$ cat config.mk
export PLATFORM = sky130hd
export DESIGN_NAME = icon_pixel_effect_pipeline_core
export DESIGN_NICKNAME = d
export VERILOG_FILES = /design/src/hdl/ipe_pkg.sv /design/src/hdl/ipe_cfg_regs.sv /design/src/hdl/icon_pixel_effect_pipeline_core.sv
export VERILOG_INCLUDE_DIRS = /design/src /design/src/hdl
export SDC_FILE = /design/constraint.sdc
export NUM_CORES = 2
export LEC_CHECK = 0
export ABC_AREA = 1
export BUFFER_PORTS_ARGS = -buffer_cell sky130_fd_sc_hd__buf_2
export CAP_MARGIN = 0
export CELL_PAD_IN_SITES_DETAIL_PLACEMENT = 2
export CELL_PAD_IN_SITES_GLOBAL_PLACEMENT = 2
export CORE_MARGIN = 2
export CORE_UTILIZATION = 34
export DETAILED_ROUTE_END_ITERATION = 10
export HOLD_SLACK_MARGIN = 0.15
export PLACE_DENSITY_LB_ADDON = 0.1
export SETUP_SLACK_MARGIN = 0.02
export SLEW_MARGIN = 25
export SYNTH_ARGS = -nofsm -noshare
export SYNTH_HDL_FRONTEND = slang
export SYNTH_HIERARCHICAL = 1
export SYNTH_SLANG_ARGS = --single-unit
export TNS_END_PERCENT = 100
$ cat constraint.sdc
create_clock -name clock -period 11.03 [get_ports clock]
set_clock_uncertainty 0.1 [all_clocks]
set_input_delay 3.309 -clock clock [delete_from_list [all_inputs] [get_ports clock]]
set_output_delay 3.309 -clock clock [all_outputs]
set_load 0.01 [all_outputs]
$ cat src/hdl/icon_pixel_effect_pipeline_core_macros.svh
// ----------------------------------------------------------------------------
// Assertion macros for the icon pixel effect pipeline
// Shared forms for the concurrent checks at the end of the top level.
// ----------------------------------------------------------------------------
`ifndef ICON_PIXEL_EFFECT_PIPELINE_CORE_MACROS_SVH
`define ICON_PIXEL_EFFECT_PIPELINE_CORE_MACROS_SVH

// check a consequent in the same cycle as its trigger
`define IPE_ASSERT_NOW(label, trig, cons, msg) \
   label: assert property (@(posedge clock) disable iff (reset) (trig) |-> (cons)) \
      else $error(msg);

// check a consequent in the cycle after its trigger
`define IPE_ASSERT_NEXT(label, trig, cons, msg) \
   label: assert property (@(posedge clock) disable iff (reset) (trig) |=> (cons)) \
      else $error(msg);

`endif

$ cat src/hdl/ipe_pkg.sv
// ----------------------------------------------------------------------------
// ipe_pkg
// Types, constants and pixel helper functions of the pixel pipeline.
// ----------------------------------------------------------------------------
`timescale 1ns / 1ps
`default_nettype none

package ipe_pkg;

   // pipeline depth, input register to output register
   localparam int NUM_STAGES = 6;

   typedef logic [7:0] chan_type;
   // index 0 red, 1 green, 2 blue
   typedef chan_type [2:0] rgb_type;

   typedef enum logic [1:0] {
      MODE_NONE = 2'd0,
      MODE_SPOT = 2'd1,
      MODE_TINT = 2'd2,
      MODE_GREY = 2'd3
   } mode_type;

   // register indexes on the csr port
   localparam logic [2:0] REG_MODE     = 3'd0;
   localparam logic [2:0] REG_SAT      = 3'd1;
   localparam logic [2:0] REG_BRIGHT   = 3'd2;
   localparam logic [2:0] REG_LIGHTEN  = 3'd3;
   localparam logic [2:0] REG_TINT     = 3'd4;

   localparam int CSR_DATA_W = 24;

   // luma weights
   localparam logic [15:0] LUMA_R = 16'd77;
   localparam logic [15:0] LUMA_G = 16'd150;
   localparam logic [15:0] LUMA_B = 16'd28;

   localparam int       CHAN_MAX_I = 255;
   localparam chan_type CHAN_MAX   = 8'hFF;
   localparam chan_type SPOT_ADD   = 8'd24;

   // greyscale blend runs with saturation 0 and full darken factor
   localparam logic [15:0] GREY_WEIGHT =
      16'(((CHAN_MAX_I - 0) * CHAN_MAX_I) >> 8);

   // register file contents plus derived blend coefficients
   typedef struct packed {
      mode_type mode;
      chan_type lighten;
      rgb_type  tint;
      chan_type keep_w;     // weight of the original channel
      chan_type luma_w;     // weight of the luma term
      logic     blend_en;
   } cfg_type;

   // weighted luma, (77 r + 150 g + 28 b) >> 8
   function automatic chan_type luma(input rgb_type p);
      logic [15:0] sum;
      begin
         sum = {8'd0, p[0]} * LUMA_R + {8'd0, p[1]} * LUMA_G + {8'd0, p[2]} * LUMA_B;
         return sum[15:8];
      end
   endfunction

   // c + amt + c / 8, clamped to full scale
   function automatic chan_type boost(input chan_type c, input chan_type amt);
      logic [9:0] sum;
      begin
         sum = {2'b00, c} + {2'b00, amt} + {5'd0, c[7:3]};
         return (sum > {2'b00, CHAN_MAX}) ? CHAN_MAX : sum[7:0];
      end
   endfunction

   // (c * t) >> 8
   function automatic chan_type scale(input chan_type c, input chan_type t);
      logic [15:0] prod;
      begin
         prod = {8'd0, c} * {8'd0, t};
         return prod[15:8];
      end
   endfunction

endpackage

`default_nettype wire

$ cat src/hdl/ipe_cfg_regs.sv
// ----------------------------------------------------------------------------
// ipe_cfg_regs
// Control registers of the pixel pipeline and the blend coefficients
// derived from them.
// ----------------------------------------------------------------------------
`timescale 1ns / 1ps
`default_nettype none

module ipe_cfg_regs (
   input  wire                                clock,
   input  wire                                reset,
   input  wire                                csr_we,
   input  wire  [2:0]                         csr_index,
   input  wire  [ipe_pkg::CSR_DATA_W-1:0]     csr_wdata,
   output ipe_pkg::cfg_type                   cfg
);

   ipe_pkg::mode_type mode_ff;
   ipe_pkg::chan_type sat_ff;
   ipe_pkg::chan_type bright_ff;
   ipe_pkg::chan_type lighten_ff;
   logic [23:0]       tint_ff;

   ipe_pkg::chan_type keep_w_ff,   keep_w_in;
   ipe_pkg::chan_type luma_w_ff,   luma_w_in;
   logic              blend_en_ff, blend_en_in;

   logic [15:0] keep_prod;
   logic [15:0] luma_prod;

   // write one register per beat, ignore unknown indexes
   always_ff @(posedge clock) begin
      if (reset) begin
         mode_ff    <= ipe_pkg::MODE_NONE;
         sat_ff     <= ipe_pkg::CHAN_MAX;
         bright_ff  <= ipe_pkg::CHAN_MAX;
         lighten_ff <= 8'd0;
         tint_ff    <= 24'hFFFFFF;
      end else if (csr_we) begin
         unique case (csr_index)
            ipe_pkg::REG_MODE:    mode_ff    <= ipe_pkg::mode_type'(csr_wdata[1:0]);
            ipe_pkg::REG_SAT:     sat_ff     <= csr_wdata[7:0];
            ipe_pkg::REG_BRIGHT:  bright_ff  <= csr_wdata[7:0];
            ipe_pkg::REG_LIGHTEN: lighten_ff <= csr_wdata[7:0];
            ipe_pkg::REG_TINT:    tint_ff    <= csr_wdata[23:0];
            default: ;
         endcase
      end
   end

   // derive the blend weights from saturation and darken factor
   always_comb begin
      keep_prod   = {8'd0, sat_ff} * {8'd0, bright_ff};
      luma_prod   = {8'd0, ipe_pkg::CHAN_MAX - sat_ff} * {8'd0, bright_ff};
      keep_w_in   = keep_prod[15:8];
      luma_w_in   = luma_prod[15:8];
      blend_en_in = (sat_ff != ipe_pkg::CHAN_MAX) || (bright_ff != ipe_pkg::CHAN_MAX) ||
                    (mode_ff == ipe_pkg::MODE_NONE);
   end

   // hold the derived weights in registers
   always_ff @(posedge clock) begin
      if (reset) begin
         keep_w_ff   <= 8'd254;
         luma_w_ff   <= 8'd0;
         blend_en_ff <= 1'b1;
      end else begin
         keep_w_ff   <= keep_w_in;
         luma_w_ff   <= luma_w_in;
         blend_en_ff <= blend_en_in;
      end
   end

   always_comb begin
      cfg.mode     = mode_ff;
      cfg.lighten  = lighten_ff;
      cfg.tint[0]  = tint_ff[23:16];
      cfg.tint[1]  = tint_ff[15:8];
      cfg.tint[2]  = tint_ff[7:0];
      cfg.keep_w   = keep_w_ff;
      cfg.luma_w   = luma_w_ff;
      cfg.blend_en = blend_en_ff;
   end

endmodule

`default_nettype wire

$ cat src/hdl/icon_pixel_effect_pipeline_core.sv
// Icon pixel effect pipeline: one RGBA pixel in, one RGBA pixel out, one pixel
// per clock sustained while rsp_tready stays high. The six register stages are:
// mode effect (spotlight or tint), greyscale scaling, greyscale tint, luma,
// saturation and brightness blend, lighten. Each stage advances when it is
// empty or the stage after it advances, so bubbles collapse and req_tready only
// drops when all six stages hold pixels and rsp_tready is low. Configuration is
// read by each stage as a pixel passes it, so a write can also affect pixels
// already in the pipeline; the blend weights are derived through a register.
// ----------------------------------------------------------------------------
// icon_pixel_effect_pipeline_core
// Streaming RGBA spotlight, tint, greyscale, saturation/brightness blend and lighten pipeline.
// ----------------------------------------------------------------------------
`timescale 1ns / 1ps
`default_nettype none

`include "icon_pixel_effect_pipeline_core_macros.svh"

module icon_pixel_effect_pipeline_core (
   input  wire                               clock,
   input  wire                               reset,
   // request channel
   input  wire                               req_tvalid,
   output logic                              req_tready,
   input  wire  [31:0]                       req_tdata,   // red_in, green_in, blue_in, alpha_in
   // response channel
   output logic                              rsp_tvalid,
   input  wire                               rsp_tready,
   output logic [31:0]                       rsp_tdata,   // red_out, green_out, blue_out, alpha_out
   // configuration port
   input  wire                               csr_we,
   input  wire  [2:0]                        csr_index,
   input  wire  [ipe_pkg::CSR_DATA_W-1:0]    csr_wdata
);

   localparam int LAST = ipe_pkg::NUM_STAGES - 1;

   ipe_pkg::cfg_type cfg;

   logic [ipe_pkg::NUM_STAGES-1:0] vld_ff;
   logic [ipe_pkg::NUM_STAGES-1:0] en;

   ipe_pkg::chan_type alpha_ff [ipe_pkg::NUM_STAGES];

   ipe_pkg::rgb_type  in_pix;
   ipe_pkg::rgb_type  s0_pix_ff, s0_pix_in;
   ipe_pkg::chan_type s0_luma_ff;
   ipe_pkg::rgb_type  s1_pix_ff;
   ipe_pkg::chan_type s1_grey_ff, s1_grey_in;
   ipe_pkg::rgb_type  s2_pix_ff, s2_pix_in;
   ipe_pkg::rgb_type  s3_pix_ff;
   ipe_pkg::chan_type s3_luma_ff;
   ipe_pkg::rgb_type  s4_pix_ff, s4_pix_in;
   ipe_pkg::rgb_type  s5_pix_ff, s5_pix_in;

   logic [15:0] grey_prod;
   logic [16:0] mix_sum [3];

   ipe_cfg_regs u_cfg (
      .clock     (clock),
      .reset     (reset),
      .csr_we    (csr_we),
      .csr_index (csr_index),
      .csr_wdata (csr_wdata),
      .cfg       (cfg)
   );

   // advance a stage when it is empty or its successor advances
   always_comb begin
      en[LAST] = !vld_ff[LAST] || rsp_tready;
      for (int k = LAST - 1; k >= 0; k--) begin
         en[k] = !vld_ff[k] || en[k + 1];
      end
   end

   assign req_tready = en[0];

   // move valid bits with the data
   always_ff @(posedge clock) begin
      if (reset) begin
         vld_ff <= '0;
      end else begin
         if (en[0]) begin
            vld_ff[0] <= req_tvalid;
         end
         for (int k = 1; k < ipe_pkg::NUM_STAGES; k++) begin
            if (en[k]) begin
               vld_ff[k] <= vld_ff[k - 1];
            end
         end
      end
   end

   // carry alpha alongside the color channels
   always_ff @(posedge clock) begin
      if (en[0]) begin
         alpha_ff[0] <= req_tdata[31:24];
      end
      for (int k = 1; k < ipe_pkg::NUM_STAGES; k++) begin
         if (en[k]) begin
            alpha_ff[k] <= alpha_ff[k - 1];
         end
      end
   end

   // stage 0: spotlight or tint, and luma for the greyscale path
   always_comb begin
      in_pix[0] = req_tdata[7:0];
      in_pix[1] = req_tdata[15:8];
      in_pix[2] = req_tdata[23:16];
      for (int c = 0; c < 3; c++) begin
         unique case (cfg.mode)
            ipe_pkg::MODE_SPOT: s0_pix_in[c] = ipe_pkg::boost(in_pix[c], ipe_pkg::SPOT_ADD);
            ipe_pkg::MODE_TINT: s0_pix_in[c] = ipe_pkg::scale(in_pix[c], cfg.tint[c]);
            ipe_pkg::MODE_NONE,
            ipe_pkg::MODE_GREY: s0_pix_in[c] = in_pix[c];
         endcase
      end
   end

   always_ff @(posedge clock) begin
      if (en[0]) begin
         s0_pix_ff  <= s0_pix_in;
         s0_luma_ff <= ipe_pkg::luma(in_pix);
      end
   end

   // stage 1: scale luma to the greyscale level
   always_comb begin
      grey_prod  = {8'd0, s0_luma_ff} * ipe_pkg::GREY_WEIGHT;
      s1_grey_in = grey_prod[15:8];
   end

   always_ff @(posedge clock) begin
      if (en[1]) begin
         s1_pix_ff  <= s0_pix_ff;
         s1_grey_ff <= s1_grey_in;
      end
   end

   // stage 2: tint the greyscale level in greyscale mode
   always_comb begin
      for (int c = 0; c < 3; c++) begin
         s2_pix_in[c] = (cfg.mode == ipe_pkg::MODE_GREY) ?
                        ipe_pkg::scale(s1_grey_ff, cfg.tint[c]) : s1_pix_ff[c];
      end
   end

   always_ff @(posedge clock) begin
      if (en[2]) begin
         s2_pix_ff <= s2_pix_in;
      end
   end

   // stage 3: luma of the effect result
   always_ff @(posedge clock) begin
      if (en[3]) begin
         s3_pix_ff  <= s2_pix_ff;
         s3_luma_ff <= ipe_pkg::luma(s2_pix_ff);
      end
   end

   // stage 4: saturation and brightness blend
   always_comb begin
      for (int c = 0; c < 3; c++) begin
         mix_sum[c]   = 17'({8'd0, cfg.luma_w} * {8'd0, s3_luma_ff}) +
                        17'({8'd0, cfg.keep_w} * {8'd0, s3_pix_ff[c]});
         s4_pix_in[c] = cfg.blend_en ? mix_sum[c][15:8] : s3_pix_ff[c];
      end
   end

   always_ff @(posedge clock) begin
      if (en[4]) begin
         s4_pix_ff <= s4_pix_in;
      end
   end

   // stage 5: lighten into the output register
   always_comb begin
      for (int c = 0; c < 3; c++) begin
         s5_pix_in[c] = (cfg.lighten != 8'd0) ?
                        ipe_pkg::boost(s4_pix_ff[c], cfg.lighten) : s4_pix_ff[c];
      end
   end

   always_ff @(posedge clock) begin
      if (en[5]) begin
         s5_pix_ff <= s5_pix_in;
      end
   end

   assign rsp_tvalid = vld_ff[LAST];
   assign rsp_tdata  = {alpha_ff[LAST], s5_pix_ff[2], s5_pix_ff[1], s5_pix_ff[0]};

   // checks
   `IPE_ASSERT_NOW(a_ready_only_when_full, !req_tready, (&vld_ff) && !rsp_tready, "request stalled with room in the pipeline")
   `IPE_ASSERT_NEXT(a_lighten_off_passes, en[5] && vld_ff[4] && (cfg.lighten == 8'd0), s5_pix_ff == $past(s4_pix_ff), "output stage altered pixel with lighten off")
   `IPE_ASSERT_NOW(a_blend_weights_bounded, 1'b1, ({1'b0, cfg.keep_w} + {1'b0, cfg.luma_w}) <= 9'd255, "blend weights exceed full scale")

endmodule

`default_nettype wire
==> results.toml <==
[status]
status = "finished clean"

[clocking]
postCtsSetupRepairBufs = 0
clkTransAtPathRegs_ns = 0.06
cts_tree = "built"
clk_latency_ns = 0.58
h-tree-depth = 2
cts_made_buffers = 38
cts_max_path_buffers = 3
clock-sinks = 289
cts_root_buf = "clkbuf_16"
cts_resized = 0
cts_hold_repair.buffers = 0

[cells_and_area]
nFillCells = 15840
final_nets = 7215
seq_area_um2 = 7950
areaGrowthSynthToFinish_pct = 7.65
multi_input_area_um2 = 32100
drive_above_1_share = 0.0393
layout_commonest_cell = "inv_1"
final_cell_mix = "inv_1 (1,550), nand2_1 (1,445), ha_1 (656)"
final_area_um2 = 50300

[hold_path]
holdCritPathClass = "flip-flop to flip-flop"
hold_start = "alpha_ff[3][3]"

[routing]
m1WireLength_um = 65500
wirelength_um = 152000
drtIter0Drc = 1312
num_vias = 37726
drc_errors = 0
maxUsedRoutingLayer = "met4"
wl_met3_um = 2780
routed_via_density = 4.89
antenna_left = 0
dr.pass1.iters = 4
wl_met2_um = 79200
routedWlPerCell_um = 19.8

[yosys]
synth_cells = 5915
async_reset_ff_frac = 0
synth_top_flop_cell = "edfxtp_1"
yosysUniqueCellTypes = 48
syn_area_per_cell_um2 = 7.89
synth-edff-count = 216
yosysSeqAreaShare = 0.170
ys_warn_count = 6
ys_ff_latch = 289
postSynthNetCount = 7230
syn_area_um2 = 46700

[worst_setup_path]
cp_data_required_time_ns = 11.25
r2r_end = "s4_pix_ff[15]"
critPathMostFrequentCell = "inv_1"
endpoint_kind = "flip-flop"
crit_end = "s0_luma_ff[7]"
arrival_ns = 9.25
cp-startpoint = "req_tdata[12]"
slowest_delay_ns = 0.56
cp-start-kind = "input port"
worstPathMaxFanout = 15
critPathSlowestCell = "fa_1"
path_class = "input port to flip-flop"
reg2reg_depth = 28
r2r-start = "s3_luma_ff[2]"
r2r_slack_ns = 3.02

[placed_design]
io_buffers = 97
dpl.hpwl_um = 125000
placed_area_um2 = 48900
place.gp.congestion = 0.825

[die]
die_x_um = 375
row_count = 135
die_h_um = 375
ios = 98
core-area_um2 = 136000
initial_utilization = 0.344
dieArea_um2 = 140000

[sta]
finalHoldViolCount = 0
slew_headroom = 0.283
finalMaxSlewViolations = 0
fmax_mhz = 111
tightest_slew_ns = 1.07
tns_ns = 0
rsz0062_at_grt = "false"
setup_viol = 0
layout_min_cycle_time_ns = 9.03
fin_crit_sh = 0.819

[global_route]
grt_antenna_before_repair = 5
grt_usage = 0.224
grt_pass1_wl_um = 245000
overflow = 0
first_global_vias = 43473
grt_max_degree = 45

[flow_run]
maxCapViolations = 0
==> how the worst min path moves through the flow <==
stage | end | depth (start not counted)
floorplan | alpha_ff[1][0] | 0
global placement | alpha_ff[2][5] | 0
detailed placement | alpha_ff[4][3] | 0
CTS | alpha_ff[4][3] | 0
global route | alpha_ff[2][5] | 0
finish | alpha_ff[4][3] | 0
==> final cells by class <==
type / instances / area share
Antenna cell: 2 / 0.0000996
Clock buffer: 51 / 0.0222
Clock inverter: 19 / 0.00371
Inverter: 1556 / 0.116
Multi-Input combinational cell: 3876 / 0.639
Sequential cell: 289 / 0.158
Tap cell: 1781 / 0.0443
Timing Repair Buffer: 139 / 0.0159
==> sequential cells by signal (all words and copies together), names as in the netlist, 24 cells and up <==
signal,cells
alpha_ff,48
rsp_tdata,24
s0_pix_ff,24
s1_pix_ff,24
s2_pix_ff,24
s3_pix_ff,24
s4_pix_ff,24
u_cfg/tint_ff,24
==> cells by family (layout without fill, tap and decap cells) <==
family | Yosys count | after routing | share of synthesized area
fa+ha+maj | 1251 | 1251 | 0.431
other cells | 0 | 2 | 0
compound gates | 495 | 495 | 0.0605
buf+inv | 1750 | 1765 | 0.142
simple gates | 2015 | 2015 | 0.175
xor+xnor | 115 | 115 | 0.0216
flops | 289 | 289 | 0.170
==> stage by stage <==
stage / utilization / hold WS [ns] / cells / setup WS, ns
floorplan: - / 0.300 / 5915 / 0.802
global placement: 0.360 / 0.300 / 7641 / 1.48
detailed placement: 0.360 / 0.305 / 7641 / 1.37
CTS: 0.370 / 0.320 / 7711 / 1.63
global route: 0.370 / 0.323 / 7712 / 1.58
finish: 0.370 / 0.319 / 7713 / 2.00
==> synth_stat cells, types with 6 or more instances <==
cell type / number / area [µm²]
or2_2: 8 / 50.1
buf_1: 6 / 22.5
nand2_1: 1447 / 5430
a21o_1: 25 / 188
dfxtp_1: 73 / 1460
edfxtp_1: 216 / 6490
a31oi_1: 13 / 81.3
nor2_1: 217 / 815
o22a_1: 15 / 131
xor2_1: 57 / 499
nand3b_1: 10 / 75.1
ha_1: 657 / 8220
nand4_1: 35 / 219
nor3_1: 34 / 170
buf_4: 6 / 45.0
inv_1: 1553 / 5830
clkbuf_1: 160 / 601
and3_1: 6 / 37.5
nand3_1: 236 / 1180
o21bai_1: 28 / 210
xnor2_1: 58 / 508
o211ai_1: 26 / 195
o21ai_0: 101 / 505
a21oi_1: 258 / 1290
buf_2: 19 / 95.1
fa_1: 594 / 11900
a21boi_0: 13 / 97.6
==> critical path: cells and delay by family <==
kind	cells	cell delay (ns)
simple gates	4	0.44
compound gates	4	0.69
buf+inv	7	0.63
fa+ha+maj	10	3.96
xor+xnor	2	0.24
==> routing by layer <==
layer / track usage / vias to the layer above
li1: - / 17857
met1: 0.270 / 19380
met2: 0.420 / 324
met3: 0.0179 / 165
met4: 0.0650 / 0
met5: 0 / -
Power is left out: the tool's default activity adds up to more than one toggle a clock period on the data nets, which glitch-free logic cannot reach.
